`src/hdl/ksl_pkg.sv`:
```
`timescale 1ns / 1ps
`default_nettype none
// ----------------------------------------------------------------------------
// Keyed slot table package
// Request and response types, status and opcode codes, configuration
// register indexes and reset values shared by the keyed slot table modules.
// ----------------------------------------------------------------------------
package ksl_pkg;

  localparam int KeyWidth = 17;
  localparam int CfgWidth = 3;
  localparam int NumCfg   = 4;

  localparam logic [KeyWidth-1:0] KEY_MIN   = 17'd10000;
  localparam logic [KeyWidth-1:0] KEY_MAX   = 17'd99999;
  localparam logic [KeyWidth-1:0] KEY_EMPTY = 17'd0;

  // Opcodes. The unused code decodes as a search.
  localparam logic [1:0] OP_CLAIM   = 2'd0;
  localparam logic [1:0] OP_RELEASE = 2'd1;
  localparam logic [1:0] OP_SEARCH  = 2'd2;

  // Response status codes.
  localparam logic [2:0] ST_OK        = 3'd0;
  localparam logic [2:0] ST_BAD_KEY   = 3'd1;
  localparam logic [2:0] ST_PRESENT   = 3'd2;
  localparam logic [2:0] ST_BAD_LOC   = 3'd3;
  localparam logic [2:0] ST_OCCUPIED  = 3'd4;
  localparam logic [2:0] ST_NOT_FOUND = 3'd5;

  // Configuration register indexes.
  localparam logic [7:0] CFG_GROUP0_SLOTS = 8'd0;
  localparam logic [7:0] CFG_GROUP1_SLOTS = 8'd1;
  localparam logic [7:0] CFG_GROUP2_SLOTS = 8'd2;
  localparam logic [7:0] CFG_GROUP3_SLOTS = 8'd3;

  localparam logic [CfgWidth-1:0] GROUP0_SLOTS_RST = 3'd5;
  localparam logic [CfgWidth-1:0] GROUP1_SLOTS_RST = 3'd6;
  localparam logic [CfgWidth-1:0] GROUP2_SLOTS_RST = 3'd4;
  localparam logic [CfgWidth-1:0] GROUP3_SLOTS_RST = 3'd3;

  typedef logic [NumCfg-1:0][CfgWidth-1:0] ksl_sizes_t;

  typedef struct packed {
    logic [1:0]          opcode;
    logic [KeyWidth-1:0] user_key;
    logic [1:0]          group_index;
    logic [2:0]          slot_index;
  } ksl_req_t;

  typedef struct packed {
    logic [2:0] status;
    logic [1:0] found_group;
    logic [2:0] found_slot;
  } ksl_rsp_t;

  typedef struct packed {
    logic                en;
    logic [7:0]          index;
    logic [CfgWidth-1:0] data;
  } ksl_cfg_wr_t;

endpackage
`default_nettype wire

```
`src/hdl/ksl_cfg.sv`:
```
`timescale 1ns / 1ps
`default_nettype none
// ----------------------------------------------------------------------------
// Keyed slot table configuration registers
// Holds the usable slot count of each register-backed group.
// ----------------------------------------------------------------------------
module ksl_cfg (
  input  wire logic                 clk,
  input  wire logic                 rst,
  input  wire ksl_pkg::ksl_cfg_wr_t wr,
  output ksl_pkg::ksl_sizes_t       group_sizes
);

  ksl_pkg::ksl_sizes_t sizes;

  always_ff @(posedge clk) begin
    if (rst) begin
      sizes[0] <= ksl_pkg::GROUP0_SLOTS_RST;
      sizes[1] <= ksl_pkg::GROUP1_SLOTS_RST;
      sizes[2] <= ksl_pkg::GROUP2_SLOTS_RST;
      sizes[3] <= ksl_pkg::GROUP3_SLOTS_RST;
    end else if (wr.en) begin
      // Writes to indexes past the last register are dropped.
      case (wr.index)
        ksl_pkg::CFG_GROUP0_SLOTS: sizes[0] <= wr.data;
        ksl_pkg::CFG_GROUP1_SLOTS: sizes[1] <= wr.data;
        ksl_pkg::CFG_GROUP2_SLOTS: sizes[2] <= wr.data;
        ksl_pkg::CFG_GROUP3_SLOTS: sizes[3] <= wr.data;
        default: ;
      endcase
    end
  end

  assign group_sizes = sizes;

endmodule
`default_nettype wire

```
`src/hdl/ksl_table.sv`:
```
`timescale 1ns / 1ps
`default_nettype none
// ----------------------------------------------------------------------------
// Keyed slot table storage and lookup
// Slot key registers, parallel key compare, first-match priority select,
// claim checks and the table update for one request per cycle while step is high.
// ----------------------------------------------------------------------------
module ksl_table #(
  parameter int NUM_GROUPS = 4,
  parameter int MAX_SLOTS  = 6
) (
  input  wire logic                clk,
  input  wire logic                rst,
  input  wire logic                step,
  input  wire ksl_pkg::ksl_req_t   req,
  input  wire ksl_pkg::ksl_sizes_t group_sizes,
  output ksl_pkg::ksl_rsp_t        rsp
);

  localparam int GW = (NUM_GROUPS > 1) ? $clog2(NUM_GROUPS) : 1;
  localparam int SW = (MAX_SLOTS > 1) ? $clog2(MAX_SLOTS) : 1;
  localparam int NumSlots = NUM_GROUPS * MAX_SLOTS;
  localparam logic [4:0] MaxSlotsW  = 5'(MAX_SLOTS);
  localparam logic [4:0] NumGroupsW = 5'(NUM_GROUPS);

  logic [ksl_pkg::KeyWidth-1:0] slot_keys [NUM_GROUPS][MAX_SLOTS];

  logic [NumSlots-1:0] match_flat;
  logic [NumSlots-1:0] first_flat;
  logic [NumSlots-1:0] claim_flat;
  logic                hit;
  logic [GW-1:0]       hit_g;
  logic [SW-1:0]       hit_s;
  logic                key_ok;
  logic                is_claim;
  logic                is_release;
  logic                is_search;
  logic [2:0]          size_raw;
  logic [4:0]          usable;
  logic                loc_ok;
  logic                occupied;
  logic                do_claim;
  logic                do_release;

  assign key_ok = (req.user_key >= ksl_pkg::KEY_MIN) && (req.user_key <= ksl_pkg::KEY_MAX);
  assign is_claim   = (req.opcode == ksl_pkg::OP_CLAIM);
  assign is_release = (req.opcode == ksl_pkg::OP_RELEASE);
  assign is_search  = !is_claim && !is_release;

  // Compare every slot and keep the first match in group-then-slot order.
  always_comb begin
    logic seen;
    seen = 1'b0;
    hit_g = '0;
    hit_s = '0;
    for (int g = 0; g < NUM_GROUPS; g++) begin
      for (int s = 0; s < MAX_SLOTS; s++) begin
        match_flat[g*MAX_SLOTS+s] = (slot_keys[g][s] == req.user_key);
        first_flat[g*MAX_SLOTS+s] = match_flat[g*MAX_SLOTS+s] && !seen;
        if (match_flat[g*MAX_SLOTS+s] && !seen) begin
          hit_g = GW'(g);
          hit_s = SW'(s);
        end
        seen = seen | match_flat[g*MAX_SLOTS+s];
      end
    end
    hit = seen;
  end

  // Usable size of the claimed group, saturated to the slots that exist.
  assign size_raw = group_sizes[req.group_index];
  assign usable   = ({2'b00, size_raw} > MaxSlotsW) ? MaxSlotsW : {2'b00, size_raw};
  assign loc_ok   = (5'(req.group_index) < NumGroupsW) && (5'(req.slot_index) < usable);

  always_comb begin
    occupied = 1'b0;
    for (int g = 0; g < NUM_GROUPS; g++) begin
      for (int s = 0; s < MAX_SLOTS; s++) begin
        claim_flat[g*MAX_SLOTS+s] = (5'(g) == 5'(req.group_index)) &&
                                    (5'(s) == 5'(req.slot_index));
        if (claim_flat[g*MAX_SLOTS+s]) begin
          occupied = (slot_keys[g][s] != ksl_pkg::KEY_EMPTY);
        end
      end
    end
  end

  assign do_claim   = key_ok && is_claim && !hit && loc_ok && !occupied;
  assign do_release = key_ok && is_release && hit;

  always_comb begin
    rsp = '0;
    if (!key_ok) begin
      rsp.status = ksl_pkg::ST_BAD_KEY;
    end else if (is_claim) begin
      if (hit) begin
        rsp.status = ksl_pkg::ST_PRESENT;
      end else if (!loc_ok) begin
        rsp.status = ksl_pkg::ST_BAD_LOC;
      end else if (occupied) begin
        rsp.status = ksl_pkg::ST_OCCUPIED;
      end else begin
        rsp.status = ksl_pkg::ST_OK;
      end
    end else if (!hit) begin
      rsp.status = ksl_pkg::ST_NOT_FOUND;
    end else begin
      rsp.status = ksl_pkg::ST_OK;
      if (is_search) begin
        rsp.found_group = 2'(hit_g);
        rsp.found_slot  = 3'(hit_s);
      end
    end
  end

  always_ff @(posedge clk) begin
    if (rst) begin
      for (int g = 0; g < NUM_GROUPS; g++) begin
        for (int s = 0; s < MAX_SLOTS; s++) begin
          slot_keys[g][s] <= ksl_pkg::KEY_EMPTY;
        end
      end
    end else if (step) begin
      for (int g = 0; g < NUM_GROUPS; g++) begin
        for (int s = 0; s < MAX_SLOTS; s++) begin
          if (do_claim && claim_flat[g*MAX_SLOTS+s]) begin
            slot_keys[g][s] <= req.user_key;
          end else if (do_release && first_flat[g*MAX_SLOTS+s]) begin
            slot_keys[g][s] <= ksl_pkg::KEY_EMPTY;
          end
        end
      end
    end
  end

`ifndef NO_ASSERTIONS
  // A valid key is only ever stored once, since a claim checks for it first.
  a_key_unique: assert property (@(posedge clk) disable iff (rst)
    key_ok |-> $onehot0(match_flat))
    else $error("valid key stored in more than one slot");

  // Only a successful search reports a location.
  a_found_zero: assert property (@(posedge clk) disable iff (rst)
    !(is_search && rsp.status == ksl_pkg::ST_OK) |->
      (rsp.found_group == 2'd0 && rsp.found_slot == 3'd0))
    else $error("location reported outside a successful search");

  // A claimed key is present in the table after the update.
  a_claim_lands: assert property (@(posedge clk) disable iff (rst)
    (step && do_claim) ##1 (req.user_key == $past(req.user_key)) |-> hit)
    else $error("claimed key missing after update");
`endif

endmodule
`default_nettype wire

```
`src/hdl/keyed_slot_table.sv`:
```
`timescale 1ns / 1ps
`default_nettype none
// ----------------------------------------------------------------------------
// Keyed slot table
// Content-addressed table of groups of slots holding five-digit keys, with
// claim, release and search requests and a per-group usable slot count.
// ----------------------------------------------------------------------------
//
//   channel   signals                         payload
//   --------  ------------------------------  -----------------------------
//   req       req_valid / req_stall           req_data  (ksl_req_t)
//   rsp       rsp_valid / rsp_stall           rsp_data  (ksl_rsp_t)
//   cfg       cfg_valid / cfg_ready           cfg_index, cfg_data
//
// One request can be taken every cycle unless rsp_stall holds a response,
// a rate set by the combinational compare of the key against every slot.
// A request is held in the input register and its response then in the
// response register. Reset (synchronous, active high) empties every slot
// and reloads the group sizes at once, with no clearing pass. req_stall is
// high only while both registers are full and rsp_stall holds the response.
// ----------------------------------------------------------------------------
module keyed_slot_table #(
  parameter int NUM_GROUPS = 4,
  parameter int MAX_SLOTS  = 6
) (
  input  wire logic                            clk,
  input  wire logic                            rst,
  input  wire logic                            req_valid,
  output logic                                 req_stall,
  input  wire ksl_pkg::ksl_req_t               req_data,
  output logic                                 rsp_valid,
  input  wire logic                            rsp_stall,
  output ksl_pkg::ksl_rsp_t                    rsp_data,
  input  wire logic                            cfg_valid,
  output logic                                 cfg_ready,
  input  wire logic [7:0]                      cfg_index,
  input  wire logic [ksl_pkg::CfgWidth-1:0]    cfg_data
);

  // Input register holding the request under work.
  logic              s1_valid;
  logic              s1_valid_next;
  ksl_pkg::ksl_req_t s1_req;

  logic              rsp_valid_next;
  logic              accept_in;
  logic              advance;

  ksl_pkg::ksl_rsp_t   table_rsp;
  ksl_pkg::ksl_sizes_t group_sizes;
  ksl_pkg::ksl_cfg_wr_t cfg_wr;

  // Configuration writes are always taken.
  assign cfg_ready    = 1'b1;
  assign cfg_wr.en    = cfg_valid;
  assign cfg_wr.index = cfg_index;
  assign cfg_wr.data  = cfg_data;

  ksl_cfg u_cfg (
    .clk         (clk),
    .rst         (rst),
    .wr          (cfg_wr),
    .group_sizes (group_sizes)
  );

  // The request in the input register finishes, and updates the table, in
  // the cycle it moves into the response register.
  assign advance   = s1_valid && (!rsp_valid || !rsp_stall);
  assign req_stall = s1_valid && !advance;
  assign accept_in = req_valid && !req_stall;

  ksl_table #(
    .NUM_GROUPS (NUM_GROUPS),
    .MAX_SLOTS  (MAX_SLOTS)
  ) u_table (
    .clk         (clk),
    .rst         (rst),
    .step        (advance),
    .req         (s1_req),
    .group_sizes (group_sizes),
    .rsp         (table_rsp)
  );

  always_comb begin
    s1_valid_next = s1_valid;
    if (accept_in) begin
      s1_valid_next = 1'b1;
    end else if (advance) begin
      s1_valid_next = 1'b0;
    end
    rsp_valid_next = rsp_valid;
    if (advance) begin
      rsp_valid_next = 1'b1;
    end else if (!rsp_stall) begin
      rsp_valid_next = 1'b0;
    end
  end

  always_ff @(posedge clk) begin
    if (rst) begin
      s1_valid  <= 1'b0;
      rsp_valid <= 1'b0;
    end else begin
      s1_valid  <= s1_valid_next;
      rsp_valid <= rsp_valid_next;
    end
  end

  always_ff @(posedge clk) begin
    if (accept_in) begin
      s1_req <= req_data;
    end
    if (advance) begin
      rsp_data <= table_rsp;
    end
  end

`ifndef NO_ASSERTIONS
  // Back-pressure only appears when both registers hold work.
  a_stall_full: assert property (@(posedge clk) disable iff (rst)
    req_stall |-> (s1_valid && rsp_valid && rsp_stall))
    else $error("request stalled with room in the pipeline");

  // A request in the input register always moves into the response register
  // when that register is empty.
  a_request_moves: assert property (@(posedge clk) disable iff (rst)
    (s1_valid && !rsp_valid) |=> rsp_valid)
    else $error("request in input register did not advance");

  // A response leaves only through a taken handshake.
  a_rsp_kept: assert property (@(posedge clk) disable iff (rst)
    (rsp_valid && rsp_stall) |=> rsp_valid)
    else $error("stalled response dropped");
`endif

endmodule
`default_nettype wire

```
`config.mk`:
```
export PLATFORM = sky130hd
export DESIGN_NAME = keyed_slot_table
export DESIGN_NICKNAME = d
export VERILOG_FILES = /design/src/hdl/ksl_pkg.sv /design/src/hdl/ksl_cfg.sv /design/src/hdl/ksl_table.sv /design/src/hdl/keyed_slot_table.sv
export SDC_FILE = /design/constraint.sdc
export NUM_CORES = 1
export LEC_CHECK = 0
export BUFFER_PORTS_ARGS = -buffer_cell sky130_fd_sc_hd__buf_2
export CAP_MARGIN = 20
export CORE_MARGIN = 5
export CORE_UTILIZATION = 35
export DETAILED_ROUTE_END_ITERATION = 6
export PLACE_DENSITY = 0.46
export SLEW_MARGIN = 20
export SYNTH_ARGS = -nofsm -noshare
export SYNTH_HDL_FRONTEND = slang
export SYNTH_HIERARCHICAL = 1
export SYNTH_SLANG_ARGS = --single-unit
```
`constraint.sdc`:
```
create_clock -name clk -period 6.3 [get_ports clk]
set_input_delay 0.945 -clock clk [delete_from_list [all_inputs] [get_ports clk]]
set_output_delay 0.945 -clock clk [all_outputs]
set_load 0.005 [all_outputs]
```
==> results of run 1 <==
-- routing by layer --
metal | vias up | part of all wire
met1 | 8461 | 0.46
met4 | 0 | 0.028
li1 | 7569 | -
met5 | - | 0
met2 | 533 | 0.46
met3 | 120 | 0.052
-- worst max-delay path by stage --
stage / to / depth (start not counted) / slack (ns) / from
2_1_floorplan: u_table/slot_keys[0][100]$_SDFFCE_PN0P_ / 7 / 1.78 / rsp_stall
3_5_place_dp: u_table/slot_keys[2][70]$_SDFFCE_PP0P_ / 8 / 0.86 / s1_req[2]$_DFFE_PP_
5_1_grt: u_table/slot_keys[2][76]$_SDFFCE_PP0P_ / 9 / 0.36 / s1_req[1]$_DFFE_PP_
3_3_place_gp: u_table/slot_keys[2][71]$_SDFFCE_PP0P_ / 8 / 0.95 / s1_req[2]$_DFFE_PP_
6_report: u_table/slot_keys[2][70]$_SDFFCE_PP0P_ / 9 / 0.76 / s1_req[1]$_DFFE_PP_
4_1_cts: u_table/slot_keys[2][84]$_SDFFCE_PP0P_ / 8 / 0.82 / s1_req[2]$_DFFE_PP_
-- power by group through the flow --
stage,sequential (mW),combinational [mW],clock (mW)
floorplan,3.51,0.415,0
global placement,3.58,0.580,0
detailed placement,3.58,0.583,0
CTS,3.52,0.585,2.87
global route,3.53,0.625,2.99
finish,3.52,0.586,2.80
-- cell families after synthesis --
family	Yosys count
simple gates	888
flops	454
xor+xnor	408
buf+inv	168
compound gates	109
mux	15
fa+ha+maj	2
other cells	1
-- metrics by stage --
| stage | utilization | setup slack [ns] | instances | area (sq um) | power [mW] |
|---|---|---|---|---|---|
| after floorplan | - | 1.78 | 2045 | 23900 | 3.93 |
| after global placement | 0.369 | 0.951 | 2896 | 24900 | 4.16 |
| after detailed placement | 0.369 | 0.856 | 2896 | 24900 | 4.17 |
| after CTS | 0.392 | 0.820 | 2989 | 26500 | 6.98 |
| after global routing | 0.392 | 0.360 | 2990 | 26500 | 7.15 |
| final | 0.392 | 0.758 | 2990 | 26500 | 6.91 |
-- area by class of cell --
cell class,count,area (sq um)
Tap cell,873,1090
Timing Repair Buffer,136,1030
Sequential cell,454,13300
Clock inverter,30,170
Multi-Input combinational cell,1423,9480
Clock buffer,63,1360
Inverter,11,41.3
Fill cell,6514,41000
-- sequential cells by signal, indices dropped and copies added (netlist names) --
register and count:
rsp_data 8, rsp_valid 1, s1_req 24, s1_valid 1, u_cfg/group_sizes 12, u_table/slot_keys 408
-- synthesized netlist by cell type, types with 4 or more instances --
cell / n
or4_1: 5
and2_1: 4
nor2b_1: 9
nand4_1: 75
clkbuf_1: 70
and4_1: 5
o2111ai_1: 4
a21oi_1: 24
o21ai_0: 16
buf_8: 9
nand2b_1: 31
edfxtp_1: 423
nor3_1: 68
clkbuf_2: 5
buf_2: 10
nor2_1: 239
xor2_1: 173
buf_4: 15
nor4_1: 125
a31oi_1: 9
o2bb2ai_1: 17
or3_1: 7
nand3_2: 5
nand3_1: 35
nand4_2: 9
mux2i_1: 12
xnor2_1: 235
buf_6: 46
nor3b_1: 5
and3_1: 194
o41ai_1: 5
inv_1: 11
dfxtp_1: 31
a211oi_1: 5
o211ai_1: 6
nand2_1: 48
-- cell usage in the layout, fill, tap and decap left out, types with 35 or more instances in the layout --
| cell type | count |
|---|---|
| edfxtp_1 | 423 |
| nor2_1 | 238 |
| xnor2_1 | 235 |
| and3_1 | 194 |
| xor2_1 | 173 |
| nor4_1 | 125 |
| buf_4 | 76 |
| nand4_1 | 75 |
| nor3_1 | 68 |
| clkbuf_16 | 53 |
| buf_2 | 49 |
| nand2_1 | 48 |
| nand3_1 | 35 |
-- critical path: stages, from the launching register on --
cell and delay [ns]:
edfxtp_1 0.66, or3_1 0.66, nor2_1 0.38, o41ai_1 0.19, nand4_1 0.37, a211oi_1 0.43, a21oi_1 0.20, a211oi_4 0.85
nand4_2 0.63, nand2_1 0.78
==> results.yml, run 1 <==
pwr:
  p_leak_nw: 9.61
  p_int_mw: 5.18
  p_switching_mw: 1.73
  pwr-share-clk: 0.406
  ir_worst_vdd_mv: 0.197
  p_comb_frac: 0.085
  seqPwrFrac: 0.510
  p_sw_frac: 0.250
  p_per_area_nw_per_um2: 261
worst_hold_path:
  hold_depth: 2
  hold_class: "reg -> reg"
  hold_start: "u_cfg/group_sizes[6]$_SDFFE_PP0P_"
  worstHoldEndpoint: "u_cfg/group_sizes[6]$_SDFFE_PP0P_"
grt:
  track_usage: 0.208
  met3_usage: 0.0262
  gr-total-overflow: 0
  first_global_vias: 16600
  antenna_found_initial: 0
  grt_pass1_wl_microns: 115000
  gr-max-usage-layer: "met2"
  met2_usage: 0.336
  grtUsageMet1: 0.295
  grt_max_degree: 188
critical_path:
  worst_setup_path_end_kind: "flip-flop"
  reg2reg_slack_ns: 0.76
  cp.arrival_ns: 5.77
  path_max_fanout: 21
  criticalPathCategory: "reg -> reg"
  worstPathRequired_ns: 6.53
  rr_endpoint: "u_table/slot_keys[2][70]$_SDFFCE_PP0P_"
  r2r_cells: 9
  startpoint_type: "flip-flop"
  r2r_start: "s1_req[1]$_DFFE_PP_"
sta:
  finalCritPeriodShare: 0.880
  fin_skew_ns: 0.0225
  relSlewSlack: 0.160
  finalHoldViolCount: 0
  hold_slack_ns: 0.490
  fmax_mhz: 180
  tns_ns: 0
  drv_slew: 0
  layout_min_cycle_time_ns: 5.54
  rsz0062_at_grt: "false"
  tightest_slew_ns: 1.26
  setup_viol: 0
finish:
  finalNetCount: 2120
  antennaDiodeCount: 0
  area_delta_synth_final_pct: 10.7
  drive_gt1_frac: 0.114
synth:
  synth-simple-area-share: 0.204
  synthFlopType: "edfxtp_1"
  synthArstFlopShare: 0
  synthCells: 2045
  synth_xor_area_frac: 0.149
  synthAdderAreaFrac: 0.00105
  synth_top_area_share: 0.531
  synth-warning-count: 6
  synth_fp_nets: 2087
  ys_ff_latch: 454
  syn_avg_cell_area_sq_um: 11.7
  synth_edf_count: 423
  synth_compound_area_frac: 0.0322
  synth_top_family_by_area: "simple AND/OR/NAND/NOR gates"
  yosysSeqAreaShare: 0.557
  yosys.area.top_type: "edfxtp_1"
  synthMuxAreaShare: 0.00784
  synth_area_leaders: "edfxtp_1, xnor2_1, xor2_1"
  synth_cell_types: 72
  syn-cell-area_sq_um: 23900
clock_network:
  numCtsBuffers: 52
  cts_max_level: 2
  clockRootBuffer: "clkbuf_16"
  cts_sinks: 454
  cts_tree: "done"
  cts_max_path_buffers: 3
  hold_buffers: 0
  post_cts_buffers: 0
  clk_pin_slew_worst_paths_ns: 0.06
  ctsResizeCount: 0
  clkLatencyLatePin_ns: 0.60
floorplanning:
  rows: 95
  core-area_sq_um: 67500
  die_h_microns: 272
  pin_count: 51
  die_area_sq_um: 73700
  initial_core_util: 0.355
  fp.dieW_microns: 272
routing:
  vias: 16700
  drc: 0
  dr.pass1.iters: 6
  drtIter0Drc: 1708
  antenna_left: 0
  drt_wl_total_microns: 79000
  avgRoutedWirePerCell_microns: 26.4
  routed_via_density: 5.58
flow_run:
  cap_violations: 0
run_status:
  outcome: "completed"
placed_design:
  gp_congestion: 0.922
  io_buffers: 49
  dpl.hpwl_microns: 52600
No activity file was read; power rests on OpenSTA's default activity.
==> run 2, diff against run 1 <==
CTS_BUF_LIST = sky130_fd_sc_hd__clkbuf_16   (was unset)
==> run 2 against run 1 <==
- global-route usage unchanged
- utilization did not move
- register-to-register slack hardly changed
- critical path depth is the same
- sequential power is essentially flat
- design area unchanged
- via count up 0.26%
- fmax is 0.17% lower
- die area is the same
- critical endpoint unchanged
==> results.yml, run 2 (same netlist as run 1, synthesis figures left out) <==
floorplanning:
  core-area_sq_um: 67500
  initial_core_util: 0.355
  die_h_microns: 272
  rows: 95
  die_area_sq_um: 73700
  fp.dieW_microns: 272
  pin_count: 51
pwr:
  pwr-share-clk: 0.404
  seqPwrFrac: 0.511
  p_total_mw: 6.89
  p_switching_mw: 1.73
  ir_worst_vdd_mv: 0.197
  p_int_mw: 5.16
  p_per_area_nw_per_um2: 260
  p_sw_frac: 0.251
  p_leak_nw: 9.65
  p_comb_frac: 0.085
sta:
  fmax_mhz: 180
  hold_slack_ns: 0.489
  setup_viol: 0
  drv_slew: 0
  tightest_slew_ns: 1.24
  finalHoldViolCount: 0
  layout_min_cycle_time_ns: 5.55
  fin_skew_ns: 0.0225
  fin_ws_ns: 0.749
  finalCritPeriodShare: 0.881
  rsz0062_at_grt: "false"
  relSlewSlack: 0.171
  tns_ns: 0
worst_hold_path:
  hold_class: "reg -> reg"
  hold_depth: 2
  hold_start: "u_cfg/group_sizes[6]$_SDFFE_PP0P_"
  worstHoldEndpoint: "u_cfg/group_sizes[6]$_SDFFE_PP0P_"
clock_network:
  cts_max_level: 2
  clk_pin_slew_worst_paths_ns: 0.06
  clockRootBuffer: "clkbuf_16"
  cts_sinks: 454
  hold_buffers: 0
  cts_max_path_buffers: 3
  post_cts_buffers: 0
  numCtsBuffers: 52
  clkLatencyLatePin_ns: 0.60
  cts_tree: "done"
  ctsResizeCount: 0
grt:
  antenna_found_initial: 0
  track_usage: 0.208
  gr-total-overflow: 0
  grt_pass1_wl_microns: 115000
  first_global_vias: 16600
  grt_max_degree: 188
routing:
  antenna_left: 0
  avgRoutedWirePerCell_microns: 26.4
  drtIter0Drc: 1740
  dr.pass1.iters: 5
  routed_via_density: 5.59
  drc: 0
  drt_wl_total_microns: 79000
  vias: 16700
finish:
  final_area_sq_um: 26500
  finalNetCount: 2120
  antennaDiodeCount: 0
  drive_gt1_frac: 0.114
  nFillCells: 6514
  utilization: 0.392
  layout_commonest_cell: "edfxtp_1"
  area_delta_synth_final_pct: 10.7
  mostFrequentLayoutCells: "edfxtp_1, nor2_1, xnor2_1, and3_1, xor2_1"
  largest_register_ffs: 408
  top_register: "u_table/slot_keys"
  fin_cells: 2990
placed_design:
  gp_congestion: 0.922
  dpl.hpwl_microns: 52600
  dp_worst_setup_slack_ns: 0.856
  dpl-instance-area_sq_um: 24900
  dp.cells: 2896
  io_buffers: 49
critical_path:
  r2r_start: "s1_req[1]$_DFFE_PP_"
  startpoint_type: "flip-flop"
  cp.arrival_ns: 5.78
  path_max_fanout: 21
  reg2reg_slack_ns: 0.75
  criticalPathCategory: "reg -> reg"
  worstPathRequired_ns: 6.53
  r2r_cells: 9
  rr_endpoint: "u_table/slot_keys[2][70]$_SDFFCE_PP0P_"
  worst_setup_path_end_kind: "flip-flop"
run_status:
  outcome: "completed"
flow_run:
  cap_violations: 0
[run 2: cell count changes in the layout (fill, tap and decap cells not counted)]
cell | before | now
inv_1 | 11 | 21
clkbuf_1 | 10 | 0
[run 2: metal layers]
layer,global-route usage,wire [microns]
met5,0,0
met1,0.295,36000
met4,0.0578,2270
met3,0.0262,4160
met2,0.336,36500
[run 2: worst max-delay path, cell delays in order, from the launching register on]
cell and delay [ns]:
edfxtp_1 0.66, or3_1 0.66, nor2_1 0.38, o41ai_1 0.19, nand4_1 0.37, a211oi_1 0.43
a21oi_1 0.19, a211oi_4 0.86, nand4_2 0.62, nand2_1 0.78
[run 2: power groups by stage]
stage / sequential [mW] / combinational [mW] / clock [mW]
global placement: 3.58 / 0.580 / 0
global route: 3.53 / 0.625 / 2.98
CTS: 3.52 / 0.585 / 2.86
finish: 3.52 / 0.586 / 2.79
floorplan: 3.51 / 0.415 / 0
detailed placement: 3.58 / 0.583 / 0
[run 2: how the worst max path moves through the flow]
| stage | start | to | slack, ns | cells after the start |
|---|---|---|---|---|
| finish | s1_req[1]$_DFFE_PP_ | u_table/slot_keys[2][70]$_SDFFCE_PP0P_ | 0.75 | 9 |
| global route | s1_req[1]$_DFFE_PP_ | u_table/slot_keys[2][76]$_SDFFCE_PP0P_ | 0.36 | 9 |
| CTS | s1_req[2]$_DFFE_PP_ | u_table/slot_keys[2][84]$_SDFFCE_PP0P_ | 0.82 | 8 |
| detailed placement | s1_req[2]$_DFFE_PP_ | u_table/slot_keys[2][70]$_SDFFCE_PP0P_ | 0.86 | 8 |
| global placement | s1_req[2]$_DFFE_PP_ | u_table/slot_keys[2][71]$_SDFFCE_PP0P_ | 0.95 | 8 |
| floorplan | rsp_stall | u_table/slot_keys[0][100]$_SDFFCE_PN0P_ | 1.78 | 7 |
[run 2: final cells by class]
| type | count | area, sq um | area share |
|---|---|---|---|
| Timing Repair Buffer | 136 | 1030 | 0.0389 |
| Clock inverter | 40 | 208 | 0.00784 |
| Sequential cell | 454 | 13300 | 0.503 |
| Clock buffer | 53 | 1330 | 0.0501 |
| Multi-Input combinational cell | 1423 | 9480 | 0.358 |
| Inverter | 11 | 41.3 | 0.00156 |
| Tap cell | 873 | 1090 | 0.0412 |
==> run 3, diff against run 2 <==
SYNTH_HIERARCHICAL = unset   (was 1)
==> run 3 against run 2 <==
- count of clock-buffer cells in the layout rose by 4
- die area rose by 1.5%
- worst hold slack got worse by 0.025 ns
==> results.yml, run 3 <==
run_status:
  outcome: "completed"
finish:
  mostFrequentLayoutCells: "edfxtp_1, and3_1, xnor2_1, xor2_1, nor4_1"
  largest_register_ffs: 408
  nFillCells: 6632
  layout_commonest_cell: "edfxtp_1"
  finalNetCount: 2062
  multi_input_area_sq_um: 9870
  final_area_sq_um: 27100
  top_register: "u_table.slot_keys"
  area_delta_synth_final_pct: 11.6
  utilization: 0.395
  drive_gt1_frac: 0.113
  regArea_sq_um: 13300
clock_network:
  cts_tree: "done"
  cts_max_level: 2
  numCtsBuffers: 54
  clockRootBuffer: "clkbuf_16"
  hold_buffers: 0
  clkLatencyLatePin_ns: 0.60
  post_cts_buffers: 0
  clk_pin_slew_worst_paths_ns: 0.06
  cts_sinks: 454
  cts_max_path_buffers: 3
  ctsResizeCount: 0
flow_run:
  cap_violations: 0
worst_hold_path:
  hold_class: "reg -> reg"
synth:
  synth_area_leaders: "edfxtp_1, and3_1, xnor2_1"
  synthCells: 2043
  yosys.area.top_type: "edfxtp_1"
  synthArstFlopShare: 0
  synth_compound_area_frac: 0.0364
  syn_avg_cell_area_sq_um: 11.9
  synth_top_area_share: 0.522
  syn-cell-area_sq_um: 24300
  synth_xor_area_frac: 0.147
  yosysSeqAreaShare: 0.548
  synth_cell_types: 72
  synth-simple-area-share: 0.216
  synthMuxAreaShare: 0.00442
  synth-warning-count: 0
  synth_most_common_cell: "edfxtp_1"
  synth.top_cells.by_count: "edfxtp_1, and3_1, xnor2_1"
  synth_fp_nets: 2085
  synth_edf_count: 423
  synthAdderAreaFrac: 0.00103
  synthFlopType: "edfxtp_1"
  ys_ff_latch: 454
  synth_top_family_by_area: "simple AND/OR/NAND/NOR gates"
grt:
  first_global_vias: 16800
  track_usage: 0.195
  grt_max_degree: 188
  gr-total-overflow: 0
  grt_pass1_wl_microns: 112000
  antenna_found_initial: 2
sta:
  setup_viol: 0
  fmax_mhz: 200
  tightest_slew_ns: 1.08
  layout_min_cycle_time_ns: 5.00
  tns_ns: 0
  fin_skew_ns: 0.0121
  finalHoldViolCount: 0
  finalCritPeriodShare: 0.793
  drv_slew: 0
  relSlewSlack: 0.270
  rsz0062_at_grt: "false"
placed_design:
  io_buffers: 49
  dpl-instance-area_sq_um: 25300
  gp_congestion: 0.835
  dpl.hpwl_microns: 44200
routing:
  antenna_left: 0
  dr.pass1.iters: 7
  drtIter0Drc: 1336
  routed_via_density: 5.51
  drt_wl_total_microns: 74700
  drc: 0
  avgRoutedWirePerCell_microns: 24.9
  vias: 16500
floorplanning:
  core-area_sq_um: 68700
  die_area_sq_um: 74900
  initial_core_util: 0.354
  die_h_microns: 274
  rows: 96
  fp.dieW_microns: 274
  pin_count: 51
critical_path:
  criticalPathCategory: "reg -> reg"
  cpMaxStageDelayCell: "edfxtp_1"
  startpoint_type: "flip-flop"
  worstPathRequired_ns: 6.53
  path_cells: "buf_4 > xnor2_1 > nand4_1 > nor4_1 > or4_4 > or4_4 > nor4_1 > a221o_1"
  crit_path_max_incr_delay_ns: 1.05
  worst_setup_path_end_kind: "flip-flop"
  cp.arrival_ns: 5.22
  path_max_fanout: 21
pwr:
  p_total_mw: 7.25
  p_leak_nw: 10.7
  p_per_area_nw_per_um2: 267
  ir_worst_vdd_mv: 0.235
-- run 3: cell types whose count changed after synthesis, sizes merged, moves of 19 or more --
cell	before	now
nor2	239	62
xor2	173	204
xnor2	235	204
nand2	48	27
clkbuf	75	104
and4	6	34
nor3	68	47
and3	194	345
nand4	84	65
-- run 3: worst paths after layout --
check / cells after the start / endpoint / slack [ns] / from
setup reg to reg: 8 / u_table.slot_keys[1][3]$_SDFFCE_PP0P_ / 1.30 / s1_req[11]$_DFFE_PP_
setup / recovery: 8 / u_table.slot_keys[1][3]$_SDFFCE_PP0P_ / 1.30 / s1_req[11]$_DFFE_PP_
hold reg to reg: 1 / u_cfg.group_sizes[5]$_SDFFE_PP1P_ / 0.46 / u_cfg.group_sizes[5]$_SDFFE_PP1P_
hold / removal: 1 / u_cfg.group_sizes[5]$_SDFFE_PP1P_ / 0.46 / u_cfg.group_sizes[5]$_SDFFE_PP1P_
-- run 3: cell families (layout without fill, tap and decap cells) --
group / after synthesis / in the layout
simple gates: 857 / 857
flops: 454 / 454
xor+xnor: 408 / 408
buf+inv: 204 / 226
compound gates: 110 / 110
mux: 7 / 7
fa+ha+maj: 2 / 2
other cells: 1 / 3
-- run 3: per-stage QoR --
| stage | worst slack, ns | std cells | hold slack, ns |
|---|---|---|---|
| after CTS | 1.28 | 2995 | 0.465 |
| after global routing | 1.02 | 2996 | 0.475 |
| after detailed placement | 1.32 | 2894 | 0.451 |
| final | 1.30 | 2998 | 0.464 |
| after global placement | 1.27 | 2893 | 0.439 |
| after floorplan | 2.34 | 2043 | 0.430 |
-- run 3: metal layers --
metal | part of all wire | GRT usage | vias to the layer above
met5 | 0.00015 | 0 | -
met4 | 0.029 | 0.0581 | 2
met3 | 0.038 | 0.0259 | 126
met2 | 0.47 | 0.323 | 364
met1 | 0.46 | 0.270 | 8403
li1 | - | - | 7616
-- run 3: worst max-delay path, delay by kind of cell, from the launching register on --
kind	cells	cell delay, ns
flip-flops	1	1.05
AND/OR/NAND/NOR	5	2.23
XOR/XNOR	1	0.11
buffers and inverters	1	0.38
AO/OA/AOI/OAI	1	0.84
-- run 3: power by group --
group / switching [mW] / internal, mW / leakage (nW)
clock network: 1.29 / 1.91 / 0.936
registers: 0.0949 / 3.39 / 4.60
logic: 0.366 / 0.203 / 5.20
-- run 3: layout make-up --
cell class | instances | share of cell area
Antenna cell | 2 | 0.000184
Clock inverter | 44 | 0.0137
Timing Repair Buffer | 115 | 0.0342
Multi-Input combinational cell | 1385 | 0.364
Inverter | 10 | 0.00138
Tap cell | 931 | 0.0429
Clock buffer | 57 | 0.0526
Sequential cell | 454 | 0.491
